==> config.mk <==
export PLATFORM = sky130hd
export DESIGN_NAME = radix_digit_converter
export DESIGN_NICKNAME = d
export VERILOG_FILES = /design/src/sv/rdc_pkg.sv /design/src/sv/rdc_divider.sv /design/src/sv/radix_digit_converter.sv
export SDC_FILE = /design/constraint.sdc
export NUM_CORES = 1
export LEC_CHECK = 0
export ABC_AREA = 1
export BUFFER_PORTS_ARGS = -buffer_cell sky130_fd_sc_hd__buf_2
export CORE_UTILIZATION = 30
export CTS_CLUSTER_DIAMETER = 50
export CTS_CLUSTER_SIZE = 24
export DETAILED_ROUTE_END_ITERATION = 12
export SLEW_MARGIN = 10
export SYNTH_ARGS = -nofsm -noshare
export SYNTH_HDL_FRONTEND = slang
export SYNTH_SLANG_ARGS = --single-unit
export TNS_END_PERCENT = 1
==> constraint.sdc <==
create_clock -name clk -period 2.8 [get_ports clk]
set_clock_uncertainty 0.15 [all_clocks]
set_input_delay 0 -clock clk [delete_from_list [all_inputs] [get_ports clk]]
set_output_delay 0 -clock clk [all_outputs]
set_load 0.05 [all_outputs]
==> src/sv/rdc_pkg.sv <==
// Package for the radix digit converter.
// Holds widths, beat and divider structs, base clamping and glyph lookup.
// No dependencies.
package rdc_pkg;

	// Width of the value datapath
	localparam int VALUE_WIDTH = 32;
	localparam int VALUE_IN_W  = 32;
	localparam int BASE_W      = 6;
	localparam int CNT_W       = $clog2(VALUE_WIDTH);

	localparam logic [BASE_W-1:0] BASE_MIN = BASE_W'(2);
	localparam logic [BASE_W-1:0] BASE_MAX = BASE_W'(36);
	localparam logic [BASE_W-1:0] DEC_DIGITS = BASE_W'(10);

	localparam logic [7:0] CHAR_ZERO   = 8'h30;
	localparam logic [7:0] CHAR_LETTER = 8'h37;

	// Input beat
	typedef struct packed {
		logic [VALUE_IN_W-1:0] value;
		logic [BASE_W-1:0]     base;
	} item_t;

	// Result beat
	typedef struct packed {
		logic [7:0]        digit_char;
		logic [BASE_W-1:0] digit_value;
		logic              last_digit;
	} digit_t;

	// Request into the shared divider
	typedef struct packed {
		logic                   go;
		logic [VALUE_WIDTH-1:0] dividend;
		logic [BASE_W-1:0]      divisor;
	} div_req_t;

	// Response from the shared divider
	typedef struct packed {
		logic                   done;
		logic [VALUE_WIDTH-1:0] quotient;
		logic [BASE_W-1:0]      remainder;
	} div_rsp_t;

	// Force the base into 2..36
	function automatic logic [BASE_W-1:0] clamp_base(input logic [BASE_W-1:0] raw);
		logic [BASE_W-1:0] b;
		b = raw;
		if (raw < BASE_MIN) begin
			b = BASE_MIN;
		end else if (raw > BASE_MAX) begin
			b = BASE_MAX;
		end
		return b;
	endfunction

	// Map a digit value to '0'-'9' then 'A'-'Z'
	function automatic logic [7:0] digit_glyph(input logic [BASE_W-1:0] dv);
		logic [7:0] c;
		if (dv < DEC_DIGITS) begin
			c = CHAR_ZERO + 8'(dv);
		end else begin
			c = CHAR_LETTER + 8'(dv);
		end
		return c;
	endfunction

endpackage

==> src/sv/rdc_divider.sv <==
// Restoring divider, one quotient bit per cycle.
// Divides a VALUE_WIDTH-bit dividend by a small divisor; depends on rdc_pkg.
module rdc_divider (
	input  logic             clk,
	input  logic             arst_n,
	input  rdc_pkg::div_req_t req,
	output rdc_pkg::div_rsp_t rsp
);
	import rdc_pkg::*;

	logic                   run_q;
	logic                   done_q;
	logic [CNT_W-1:0]       cnt_q;
	logic [VALUE_WIDTH-1:0] quo_q;
	logic [BASE_W-1:0]      rem_q;
	logic [BASE_W-1:0]      dsr_q;

	logic [BASE_W:0]        trial;
	logic [BASE_W:0]        diff;
	logic                   fits;

	// Shift in the next dividend bit and try the subtraction
	assign trial = {rem_q, quo_q[VALUE_WIDTH-1]};
	assign diff  = trial - {1'b0, dsr_q};
	assign fits  = trial >= {1'b0, dsr_q};

	// Control: bit counter and done pulse
	always_ff @(posedge clk or negedge arst_n) begin
		if (!arst_n) begin
			run_q  <= 1'b0;
			done_q <= 1'b0;
			cnt_q  <= '0;
		end else begin
			done_q <= 1'b0;
			if (run_q) begin
				if (cnt_q == '0) begin
					run_q  <= 1'b0;
					done_q <= 1'b1;
				end else begin
					cnt_q <= cnt_q - CNT_W'(1);
				end
			end else if (req.go) begin
				run_q <= 1'b1;
				cnt_q <= CNT_W'(VALUE_WIDTH - 1);
			end
		end
	end

	// Datapath: partial remainder and quotient shift register
	always_ff @(posedge clk) begin
		if (run_q) begin
			quo_q <= {quo_q[VALUE_WIDTH-2:0], fits};
			rem_q <= fits ? diff[BASE_W-1:0] : trial[BASE_W-1:0];
		end else if (req.go) begin
			quo_q <= req.dividend;
			rem_q <= '0;
			dsr_q <= req.divisor;
		end
	end

	assign rsp.done      = done_q;
	assign rsp.quotient  = quo_q;
	assign rsp.remainder = rem_q;

endmodule

==> src/sv/radix_digit_converter.sv <==
// Top level of the radix digit converter: digit sequencer around one shared divider.
// Depends on rdc_pkg and rdc_divider.
//
//  channel  | handshake             | payload
//  ---------+-----------------------+------------------------------------------
//  item     | start && !busy        | value[31:0], base[5:0]
//  result   | result_valid (1 cyc)  | digit_char[7:0], digit_value[5:0], last_digit
//
// Each digit takes one full division of the shared restoring divider; busy stays
// high until the item's last digit has been produced.
// Digits leave least significant first; the last one strobes in the cycle busy drops,
// so the next item may start right then. Reset clears the sequencer; the receiver
// cannot stall results.
module radix_digit_converter (
	input  logic           clk,
	input  logic           arst_n,
	input  logic           start,
	output logic           busy,
	input  rdc_pkg::item_t  item,
	output logic           result_valid,
	output rdc_pkg::digit_t result
);
	import rdc_pkg::*;

	typedef enum logic {
		ST_IDLE,
		ST_DIVIDE
	} state_t;

	state_t            state_q;
	logic [BASE_W-1:0] base_q;
	logic              result_valid_q;
	digit_t            result_q;

	div_req_t div_req;
	div_rsp_t div_rsp;
	logic     more;

	// Another digit follows while the quotient is nonzero
	assign more = div_rsp.quotient != '0;

	// Launch a division on a new item or on the previous quotient
	always_comb begin
		div_req.go       = 1'b0;
		div_req.dividend = div_rsp.quotient;
		div_req.divisor  = base_q;
		unique case (state_q)
			ST_IDLE: begin
				div_req.go       = start;
				div_req.dividend = VALUE_WIDTH'(item.value);
				div_req.divisor  = clamp_base(item.base);
			end
			ST_DIVIDE: begin
				div_req.go = div_rsp.done && more;
			end
			default: begin
				div_req.go = 1'b0;
			end
		endcase
	end

	rdc_divider u_div (
		.clk    (clk),
		.arst_n (arst_n),
		.req    (div_req),
		.rsp    (div_rsp)
	);

	// Sequencer and registered result beat
	always_ff @(posedge clk or negedge arst_n) begin
		if (!arst_n) begin
			state_q        <= ST_IDLE;
			base_q         <= BASE_MIN;
			result_valid_q <= 1'b0;
			result_q       <= '0;
		end else begin
			result_valid_q <= 1'b0;
			unique case (state_q)
				ST_IDLE: begin
					if (start) begin
						base_q  <= clamp_base(item.base);
						state_q <= ST_DIVIDE;
					end
				end
				ST_DIVIDE: begin
					if (div_rsp.done) begin
						result_valid_q       <= 1'b1;
						result_q.digit_value <= div_rsp.remainder;
						result_q.digit_char  <= digit_glyph(div_rsp.remainder);
						result_q.last_digit  <= !more;
						if (!more) begin
							state_q <= ST_IDLE;
						end
					end
				end
				default: begin
					state_q <= ST_IDLE;
				end
			endcase
		end
	end

	assign busy         = state_q != ST_IDLE;
	assign result_valid = result_valid_q;
	assign result       = result_q;

endmodule

==> results of run 1 <==
## synthesized netlist by cell type (2+ instances only)
cell type	instances	area (um2)
clkbuf_1	8	30.0
buf_4	2	15.0
buf_1	2	7.51
a22oi_1	2	15.0
nor2_1	44	165
dfrtp_1	28	701
edfxtp_1	44	1320
o21ai_1	2	10.0
nand2_4	2	22.5
nand2_2	2	12.5
nand2_1	128	480
o21ai_0	27	135
ha_1	10	125
nand3_1	46	230
a21oi_1	7	35.0
buf_2	5	25.0
nand4_1	3	18.8
o31ai_1	3	22.5
inv_1	44	165
xor2_1	5	43.8
nor3_1	3	15.0
## worst reg2reg max path, delay by kind of cell, from the launching register on
| family | cells | cell delay (ns) |
|---|---|---|
| buffers and inverters | 2 | 1.13 |
| DFF | 1 | 0.49 |
| and+or+nand+nor | 2 | 0.35 |
| AOI/OAI and AO/OA | 1 | 0.08 |
## flip-flops by register name, indices dropped and copies added, names as in the netlist
signal        cells
base_q            6
busy              1
result           14
result_valid      1
u_div.cnt_q       5
u_div.done_q      1
u_div.dsr_q       6
u_div.quo_q      32
u_div.rem_q       6
u_div.run_q       1
## where the power goes
part	internal (mW)	switching [mW]	total, mW	leakage (nW)
combinational	0.0636	0.0414	0.105	1.43
clock	0.683	0.429	1.11	0.138
sequential	1.14	0.00152	1.14	0.772
total	1.89	0.472	2.36	2.34
## worst paths after layout
| check | from | to | slack, ns | cells past startpoint |
|---|---|---|---|---|
| min in group asynchronous | arst_n | result[6]$_DFFE_PN0P_ | 0.11 | 2 |
| worst max-delay path | item[5] | base_q[4]$_DFFE_PN0P_ | 0.30 | 8 |
| max in group asynchronous | arst_n | result[4]$_DFFE_PN0P_ | 1.94 | 2 |
| worst min register to register | result[13]$_DFFE_PN0P_ | result[13]$_DFFE_PN0P_ | 0.32 | 2 |
| worst max register to register | busy$_DFF_PN0_ | base_q[4]$_DFFE_PN0P_ | 0.53 | 5 |
| worst min-delay path | item[4] | base_q[2]$_DFFE_PN0P_ | 0.01 | 5 |
## cells by family after synthesis
family	share of synthesized area, %
other	0.100
and+or+nand+nor	26.0
adders and majority gates	3.89
DFF	54.9
AOI/OAI and AO/OA	7.41
buffers and inverters	6.60
xor gates and xnor gates	1.17
## final cells by class
| cell class | instances | area [um2] | share of cell area [%] |
|---|---|---|---|
| clock buffer | 10 | 229 | 4.67 |
| tap | 168 | 210 | 4.29 |
| timing repair buffer | 104 | 746 | 15.2 |
| inverter | 45 | 169 | 3.45 |
| sequential | 73 | 2050 | 41.8 |
| clock inverter | 6 | 58.8 | 1.20 |
| multi-input combinational | 296 | 1440 | 29.4 |
## through the flow
step                      utilization (%)  power (mW)  setup slack [ns]
after floorplan                         -        1.18             0.550
after detailed placement             34.8        1.22             0.716
final                                40.6        2.36             0.301
after global placement               34.8        1.22             0.825
after CTS                            40.6        2.39             0.379
after global routing                 40.6        2.44             0.215
## placed cells by master, fill, tap and decap left out, types with 2 or more instances in the layout
master / count
nand2_2: 2
a21oi_1: 7
buf_2: 56
clkinv_1: 2
ha_1: 10
nor2_1: 44
nor3_1: 3
xor2_1: 5
dlygate4sd3_1: 42
clkbuf_16: 9
buf_4: 6
inv_1: 44
edfxtp_1: 44
o21ai_1: 2
o31ai_1: 3
a22oi_1: 2
nand3_1: 46
dfrtp_1: 28
nand4_1: 3
o21ai_0: 27
nand2_1: 128
nand2_4: 2
## per-layer routing
layer  global-route usage, %  wire length [um]  vias to the layer above
met5                       0                 0                        -
met4                    5.70               131                        0
met3                    4.84               477                       13
met2                    22.9              3860                       87
met1                    18.1              3910                     1414
li1                        -                 -                     1607
## timing repair
item	in CTS	in global routing
endpoints found under the hold margin	73	0
hold buffers	42	0
setup endpoints to repair	0	0
==> impl_metrics.py, run 1 <==
metrics = {
    "final_layout": {
        "n_antenna_cell": 0,
        "drive_gt1_share_pct": 15.7,
        "final_cells": 702,
        "fillers": 1207,
        "final_nets": 581,
        "design_area_um2": 4900,
        "syn2layout_area_growth_pct": 31.2,
    },
    "flow_run": {
        "maxCapViolations": 0,
    },
    "worst_setup_path": {
        "cpMaxStageDelayCell": "dlygate4sd3_1",
        "cp.required_ns": 2.91,
        "cp.arrival_ns": 2.61,
        "path_class": "in2reg",
        "endpoint_kind": "register",
        "path_cells": "dlygate4sd3_1 > buf_2 > nor2_1 > dlygate4sd3_1 > nand2_1 > dlygate4sd3_1 > o21ai_0 > dlygate4sd3_1",
        "critPathMaxFanout": 4,
        "crit_family": "buffers and inverters",
        "timing.critical_path.from_type": "input pin",
        "cpPeakStageDelay_ns": 0.58,
        "critPathBufInv": 5,
        "cp_common_cell": "dlygate4sd3_1",
    },
    "power_and_ir_drop": {
        "powerDensity_nw_per_um2": 482,
        "vdd_drop_max_mv": 0.265,
        "p_leak_nw": 2.34,
    },
    "drt": {
        "drc": 0,
        "viasPerCell": 4.45,
        "num_vias": 3121,
        "drt_iter0_markers": 204,
        "routed_wl_um": 8380,
        "detail_route.wl_per_cell_um": 11.9,
        "ant_nets": 0,
        "dr.pass1.iters": 4,
    },
    "sta": {
        "tns_ns": 0,
        "hold_viol_final": 0,
        "tightest_slew_ns": 0.699,
        "fmax_ghz": 0.400,
        "whs_ns": 0.0139,
        "slew_violations": 0,
        "min_period_over_period_pct": 89.2,
        "rsz0062_at_grt": "false",
        "min_period_ns": 2.50,
        "finalSetupViolCount": 0,
        "relSlewSlack_pct": 53.4,
    },
    "placement": {
        "dp_hpwl_um": 5390,
        "post_dp_cell_area_um2": 4190,
        "dp.cells": 644,
        "port_buffers": 56,
        "place.gp.congestion": 0.813,
    },
    "yosys": {
        "synthFlopType": "edfxtp_1",
        "synth-seq-cells": 73,
        "netlist_instances": 431,
        "synth_cell_types": 35,
        "synth_nets": 483,
        "avgSynthCellArea_um2": 8.66,
        "async_flop_share_pct": 39.7,
        "yosysSeqAreaShare_pct": 54.9,
        "netlist_area_um2": 3730,
        "synth_enable_flop_cells": 44,
        "synth_warnings": 0,
    },
    "global_route": {
        "grt_pass1_vias": 3073,
        "grt_usage_pct": 14.4,
        "grt_max_degree": 42,
        "grt_pass1_wl_um": 14400,
        "grt-ovfl-total": 0,
        "antenna_found_initial": 0,
    },
    "die": {
        "io_pins": 58,
        "dieArea_um2": 12900,
        "initial_core_util_pct": 31.0,
        "num_rows": 40,
        "die_h_um": 114,
        "die_x_um": 114,
        "coreArea_um2": 12100,
    },
    "clock_tree": {
        "cts_resized": 0,
        "insertion_delay_ns": 0.34,
        "ctsRootBufferMaster": "clkbuf_16",
        "cts_buffer_depth": 2,
        "cts_tree": "built",
        "cts_setup_buffers": 0,
        "numCtsBuffers": 9,
        "cts.sinks": 73,
        "htreeDepth": 3,
        "path_clk_slew_ns": 0.05,
    },
    "status": {
        "status": "finished, final reports clean",
    },
    "worst_hold_path": {
        "hold_class": "in2reg",
    },
}
Power figures use the tool's default switching activity.
==> inputs of run 2 (changes only) <==
- clock period: 2.8 -> 2.5 ns (I/O delays scaled with it)
==> impl_metrics.py, run 2 (synthesis results as in run 1) <==
metrics = {
    "status": {
        "status": "finished, final reports clean",
    },
    "drt": {
        "ant_nets": 0,
        "drc": 0,
        "routed_wl_um": 8480,
        "drt_iter0_markers": 243,
        "num_vias": 3184,
        "viasPerCell": 4.54,
        "detail_route.wl_per_cell_um": 12.1,
        "dr.pass1.iters": 4,
    },
    "global_route": {
        "grt_pass1_vias": 3107,
        "grt_max_degree": 42,
        "grt-ovfl-total": 0,
        "antenna_found_initial": 0,
        "grt_usage_pct": 14.8,
        "grt_pass1_wl_um": 14800,
    },
    "clock_tree": {
        "htreeDepth": 3,
        "cts_tree": "built",
        "insertion_delay_ns": 0.34,
        "cts_buffer_depth": 2,
        "cts.sinks": 73,
        "ctsRootBufferMaster": "clkbuf_16",
        "numCtsBuffers": 9,
        "path_clk_slew_ns": 0.06,
        "cts_setup_buffers": 0,
    },
    "final_layout": {
        "final_cells": 701,
        "final-seq-area_um2": 2050,
        "n_antenna_cell": 0,
        "drive_gt1_share_pct": 15.9,
        "multiInputGateArea_um2": 1440,
        "final_common_cell": "nand2_1",
        "top_register": "u_div.quo_q",
        "final_cell_mix": "nand2_1, buf_2, nand3_1",
        "final_nets": 580,
        "largest_reg_flops": 32,
        "syn2layout_area_growth_pct": 32.5,
        "fillers": 1199,
        "design_area_um2": 4950,
    },
    "worst_setup_path": {
        "endpoint_kind": "register",
        "crit_family": "buffers and inverters",
        "critPathMaxFanout": 4,
        "cp.required_ns": 2.62,
        "critPathBufInv": 5,
        "cp_common_cell": "dlygate4sd3_1",
        "path_class": "in2reg",
        "cp.arrival_ns": 2.57,
        "path_cells": "dlygate4sd3_1 > buf_2 > nor2_2 > dlygate4sd3_1 > nand2_1 > dlygate4sd3_1 > o21ai_0 > dlygate4sd3_1",
        "cpPeakStageDelay_ns": 0.56,
        "timing.critical_path.from_type": "input pin",
        "cpMaxStageDelayCell": "dlygate4sd3_1",
    },
    "sta": {
        "slew_violations": 0,
        "tns_ns": 0,
        "min_period_ns": 2.45,
        "fmax_ghz": 0.408,
        "finalSetupViolCount": 0,
        "relSlewSlack_pct": 55.7,
        "tightest_slew_ns": 0.665,
        "hold_viol_final": 0,
        "fin_ws_ns": 0.0477,
        "min_period_over_period_pct": 98.1,
    },
    "die": {
        "initial_core_util_pct": 31.0,
        "die_x_um": 114,
        "dieArea_um2": 12900,
        "io_pins": 58,
        "num_rows": 40,
        "coreArea_um2": 12100,
        "die_h_um": 114,
    },
    "placement": {
        "dp_hpwl_um": 5470,
        "post_dp_cell_area_um2": 4180,
        "post-place-ws_ns": 0.431,
        "port_buffers": 56,
        "place.gp.congestion": 0.807,
        "dp.cells": 643,
    },
    "power_and_ir_drop": {
        "swShare_pct": 18.6,
        "p_int_mw": 2.32,
        "p_switching_mw": 0.532,
        "vdd_drop_max_mv": 0.276,
        "powerDensity_nw_per_um2": 577,
        "clkPwrFrac_pct": 51.1,
        "pwr-share-comb_pct": 4.1,
        "seqPwrFrac_pct": 44.8,
        "p_leak_nw": 2.36,
    },
    "worst_hold_path": {
        "hold_class": "in2async",
    },
    "flow_run": {
        "maxCapViolations": 0,
    },
}
==> run 2: worst reg2reg max path: cells and delay by family (launching register included) <==
kind            cells  cell delay [ns]
buf+inv             2             1.10
flops               1             0.50
simple gates        2             0.35
compound gates      1             0.06
==> run 2: layout make-up <==
cell class,count,share of cell area [%]
clock inverter,5,2.10
inverter,45,3.41
sequential,73,41.4
tap,168,4.25
multi-input combinational,296,29.1
clock buffer,11,4.70
timing repair buffer,103,15.0
==> run 2: what timing repair did <==
| action | 4_1_cts | 5_1_grt |
|---|---|---|
| endpoints found under the setup margin | 0 | 1 |
| resized for setup | 0 | 2 |
| endpoints found under the hold margin | 73 | 0 |
| hold buffers | 43 | 0 |
==> run 2: final timing paths <==
check / start / slack, ns / cells past startpoint / end
hold / removal: arst_n / 0.09 / 2 / u_div.cnt_q[1]$_DFFE_PN0P_
max in group asynchronous: arst_n / 1.68 / 2 / base_q[0]$_DFFE_PN0P_
setup reg to reg: busy$_DFF_PN0_ / 0.27 / 5 / base_q[4]$_DFFE_PN0P_
min in group clk: result[13]$_DFFE_PN0P_ / 0.32 / 2 / result[13]$_DFFE_PN0P_
hold reg to reg: result[13]$_DFFE_PN0P_ / 0.32 / 2 / result[13]$_DFFE_PN0P_
setup / recovery: item[5] / 0.05 / 8 / base_q[4]$_DFFE_PN0P_
==> run 2: power by group through the flow <==
stage          combinational (mW)  clock [mW]  sequential (mW)
2_1_floorplan              0.0213           0             1.30
3_3_place_gp               0.0658           0             1.30
3_5_place_dp               0.0659           0             1.30
4_1_cts                     0.116        1.48             1.28
5_1_grt                     0.131        1.54             1.28
6_report                    0.118        1.46             1.28
==> run 2: metrics by stage <==
stage | hold WS, ns | total power, mW | util, %
after floorplan | -0.446 | 1.32 | -
after global placement | -0.0696 | 1.37 | 34.7
after detailed placement | -0.0765 | 1.37 | 34.7
after CTS | 0.105 | 2.88 | 41.0
after global routing | 0.155 | 2.95 | 41.0
final | 0.0864 | 2.86 | 41.0
==> run 2: metal layers <==
| metal | vias to the layer above | global-route usage (%) | part of all wire [%] |
|---|---|---|---|
| met5 | - | 0 | 0 |
| met3 | 19 | 4.04 | 5.2 |
| li1 | 1601 | - | - |
| met1 | 1472 | 18.6 | 46 |
| met4 | 0 | 6.23 | 2.1 |
| met2 | 92 | 23.9 | 46 |
